**src/hw/rtl/tlbp_ram.sv**
```systemverilog
// Generic single-port synchronous RAM with a registered read port.
// No dependencies.

module tlbp_ram #(
    parameter int WIDTH = 8,
    parameter int DEPTH = 256,
    localparam int AW = (DEPTH > 1) ? $clog2(DEPTH) : 1
) (
    input  logic             aclk,
    input  logic             we,
    input  logic             re,
    input  logic [AW-1:0]    addr,
    input  logic [WIDTH-1:0] wdata,
    output logic [WIDTH-1:0] rdata
);

    logic [WIDTH-1:0] mem [DEPTH];
    logic [WIDTH-1:0] rdata_reg;

    always_ff @(posedge aclk) begin
        if (we) begin
            mem[addr] <= wdata;
        end
        if (re) begin
            rdata_reg <= mem[addr];
        end
    end

    assign rdata = rdata_reg;

endmodule

```
**config.mk**
```make
export PLATFORM = sky130hd
export DESIGN_NAME = tlbp_ram
export DESIGN_NICKNAME = d
export VERILOG_FILES = /design/src/hw/rtl/tlbp_ram.sv
export SDC_FILE = /design/constraint.sdc
export NUM_CORES = 2
export LEC_CHECK = 0
export BUFFER_PORTS_ARGS = -buffer_cell sky130_fd_sc_hd__buf_2
export CAP_MARGIN = 20
export CORE_ASPECT_RATIO = 1.75
export CORE_MARGIN = 5
export CORE_UTILIZATION = 58
export DETAILED_ROUTE_END_ITERATION = 12
export PLACE_DENSITY_LB_ADDON = 0.12
export RECOVER_POWER = 100
export SYNTH_ARGS = -nofsm -noshare
export SYNTH_HDL_FRONTEND = slang
export SYNTH_SLANG_ARGS = --single-unit
```
**constraint.sdc**
```tcl
create_clock -name aclk -period 4.1 [get_ports aclk]
set_input_delay 0.205 -clock aclk [delete_from_list [all_inputs] [get_ports aclk]]
set_output_delay 0.205 -clock aclk [all_outputs]
set_load 0.02 [all_outputs]
```
==> key figures <==
Status
  • Outcome: finished with violations
  • Violated checks: capacitance limit, slew limit

GRT
  • Initial antenna violation count: 6
  • Total GRT Usage: 0.273
  • First-pass GRT wire length: 280 mm
  • Vias in the first global route: 39.5k
  • GRT overflow: 0
  • Largest net degree at the start of global routing: 139

STA
  • Min Clock Period, post-route: 3.45 ns
  • Slew Viols, Final: 1177
  • Setup ws final: 0.649 ns
  • Final Skew: 0.0223 ns
  • Ratio of final minimum period to clock period: 0.842
  • Top achievable clock speed: 290 MHz
  • Worst relative slew slack: -1.35
  • Final Hold Violating Endpoints: 0
  • Worst-margin pin slew: 3.53 ns
  • # setup viols final: 0
  • RSZ-0062 raised after global routing: false
  • Setup_tns: 0 ns

Logic synthesis
  • Ys Warns: 0
  • Largest area contributor in the netlist: edfxtp_1
  • Async SR Flop Fraction: 0
  • Sequential element share of the synthesized area: 0.786
  • Synth top area share: 0.786
  • Syn_area_per_cell: 22.2 µm²
  • Most used flip-flop cell after synthesis: edfxtp_1
  • Post-synth cell types: 21
  • Top post-synthesis cells by area: edfxtp_1 (79%), mux4_2 (15%), a22oi_1 (2.4%)
  • Cells after Synth: 3547
  • Post-synth top cells: edfxtp_1 (2056), mux4_2 (512), a22oi_1 (256)
  • Count leader, synth: edfxtp_1
  • Post-Syn Area: 0.0786 mm²
  • Post-Syn Nets: 3566
  • Synthesized flop and latch total: 2056
  • Post-synth EDFFs: 2056

Routing
  • Remaining DRCs: 0
  • Detailed Route WL: 193 mm
  • DRT antenna net count: 0
  • DR WL/cell: 33.7 µm
  • Vias: 37.9k
  • First DRT Iteration DRCs: 4221
  • Vias per inst: 6.61
  • Drt pass-1 iters: 6

Flow run
  • MaxCap Viol Count: 18

Clock tree
  • Post-cts sizing count: 0
  • Setup repair bufs after CTS: 0
  • Worst-Skew Late Latency: 0.79 ns
  • Clock Pin Slew Worst Setup and Hold Paths: 0.06 ns
  • Hold-fix buffer count after cts: 1
  • CTS sink count: 2056
  • Total CTS buffers: 174
  • Max clock buf depth: 3
  • H-tree levels: 4
  • Root Driver: clkbuf_16
  • CTS tree: built

Die
  • Die Wd: 288 µm
  • Die height: 497 µm
  • Core ar.: 0.135 mm²
  • Starting density of the core: 0.584
  • I/O Pins: 27
  • Row count: 178
  • Die Footprint: 0.143 mm²

Placement
  • Number of I/O port buffers: 26
  • DP Worst Slack: 0.358 ns
  • Final RePlAce weighted congestion: 0.909
  • Hpwl dp: 122 mm
  • Placed cells: 5407

Layout
  • Multi-input gate area: 0.0157 mm²
  • P&R area growth vs syn: 11.5%
  • Fraction of layout cells with a size suffix above 1: 0.234
  • Final core utilization: 0.651
  • Register Area: 0.0617 mm²
  • Non-Filler Instances: 5730
  • Filler cell count: 8895
  • Layout Nets: 3803
  • Max reg flops: 2048

Power and ir drop
  • Pwr dens: 479 mW/mm²
  • Maximum vdd drop: 0.451 mV
  • Leak: 26.5 nW

Hold path
  • Class of the worst hold path: input pin to flop

Critical path
  • Startpoint types: input pin
  • WP data required: 4.46 ns
  • Worst path arrival time: 3.81 ns
  • Crit Path Class: input pin to flop
  • CP endpoint kind: flop
  • Crit-path max FO: 80
==> stage by stage <==
step	area [µm²]	hold slack [ns]	power [mW]
floorplan	78600	0.304	24.7
global placement	82400	0.636	25.6
finish	87600	0.0518	42.0
detailed placement	82400	0.629	25.7
CTS	88200	0.0355	42.2
global route	87600	0.0793	43.2
==> cell type report <==
type / instances / area share
Sequential cell: 2056 / 0.705
Multi-Input combinational cell: 1258 / 0.180
Clock buffer: 209 / 0.0536
Tap cell: 1800 / 0.0257
Timing Repair Buffer: 293 / 0.0240
Clock inverter: 109 / 0.0122
Antenna cell: 4 / 0.000114
Inverter: 1 / 0.0000428
==> layout by cell type, fill, tap and decap left out <==
cell type,instances
edfxtp_1,2056
mux4_2,512
a22oi_1,256
nor2_1,232
clkbuf_16,184
clkbuf_1,167
a21oi_1,128
buf_4,87
clkinv_1,39
buf_12,37
o41ai_1,32
nor3_1,30
clkinv_2,30
nand2_1,28
bufinv_16,20
clkbuf_2,15
nand3_1,13
clkinvlp_4,12
nand4_1,8
buf_2,7
nor2b_1,6
nand2b_1,6
diode_2,4
inv_6,4
clkinv_4,3
or2_2,2
and2_1,2
buf_8,2
clkbuf_8,2
nor2b_4,1
and2_4,1
inv_1,1
or3_1,1
clkinv_8,1
dlygate4sd3_1,1
==> critical path, stage by stage <==
cell	delay (ns)
buf_8	0.61
buf_12	0.41
nor2_1	0.09
clkbuf_1	0.24
nand3_1	0.14
clkbuf_1	1.30
nor2_1	0.61
==> cells by family after synthesis <==
group / count (synthesis) / synth area share
flops: 2056 / 0.786
mux: 512 / 0.147
compound gates: 416 / 0.0362
simple gates: 330 / 0.0173
buf+inv: 233 / 0.0140
==> metal layers <==
metal	wire (µm)	track usage
met3	14100	0.0483
met4	10800	0.126
met1	65500	0.338
met5	17	0
met2	103000	0.470
==> final timing paths <==
| check | start | endpoint | slack, ns | depth (start not counted) |
|---|---|---|---|---|
| hold reg to reg | mem[0][5] | rdata[5] | 1.07 | 5 |
| setup / recovery | addr[1] | mem[56][0] | 0.65 | 7 |
| setup reg to reg | mem[127][1] | rdata[1] | 1.01 | 5 |
| hold / removal | wdata[0] | mem[253][0] | 0.05 | 1 |
==> report_power, final <==
group | internal, mW | switching [mW] | total [mW]
registers | 23.2 | 0.0202 | 23.2
clock network | 9.43 | 7.32 | 16.8
logic | 0.699 | 1.30 | 2.00
total | 33.3 | 8.64 | 42.0
(Power assumes the default switching activity.)
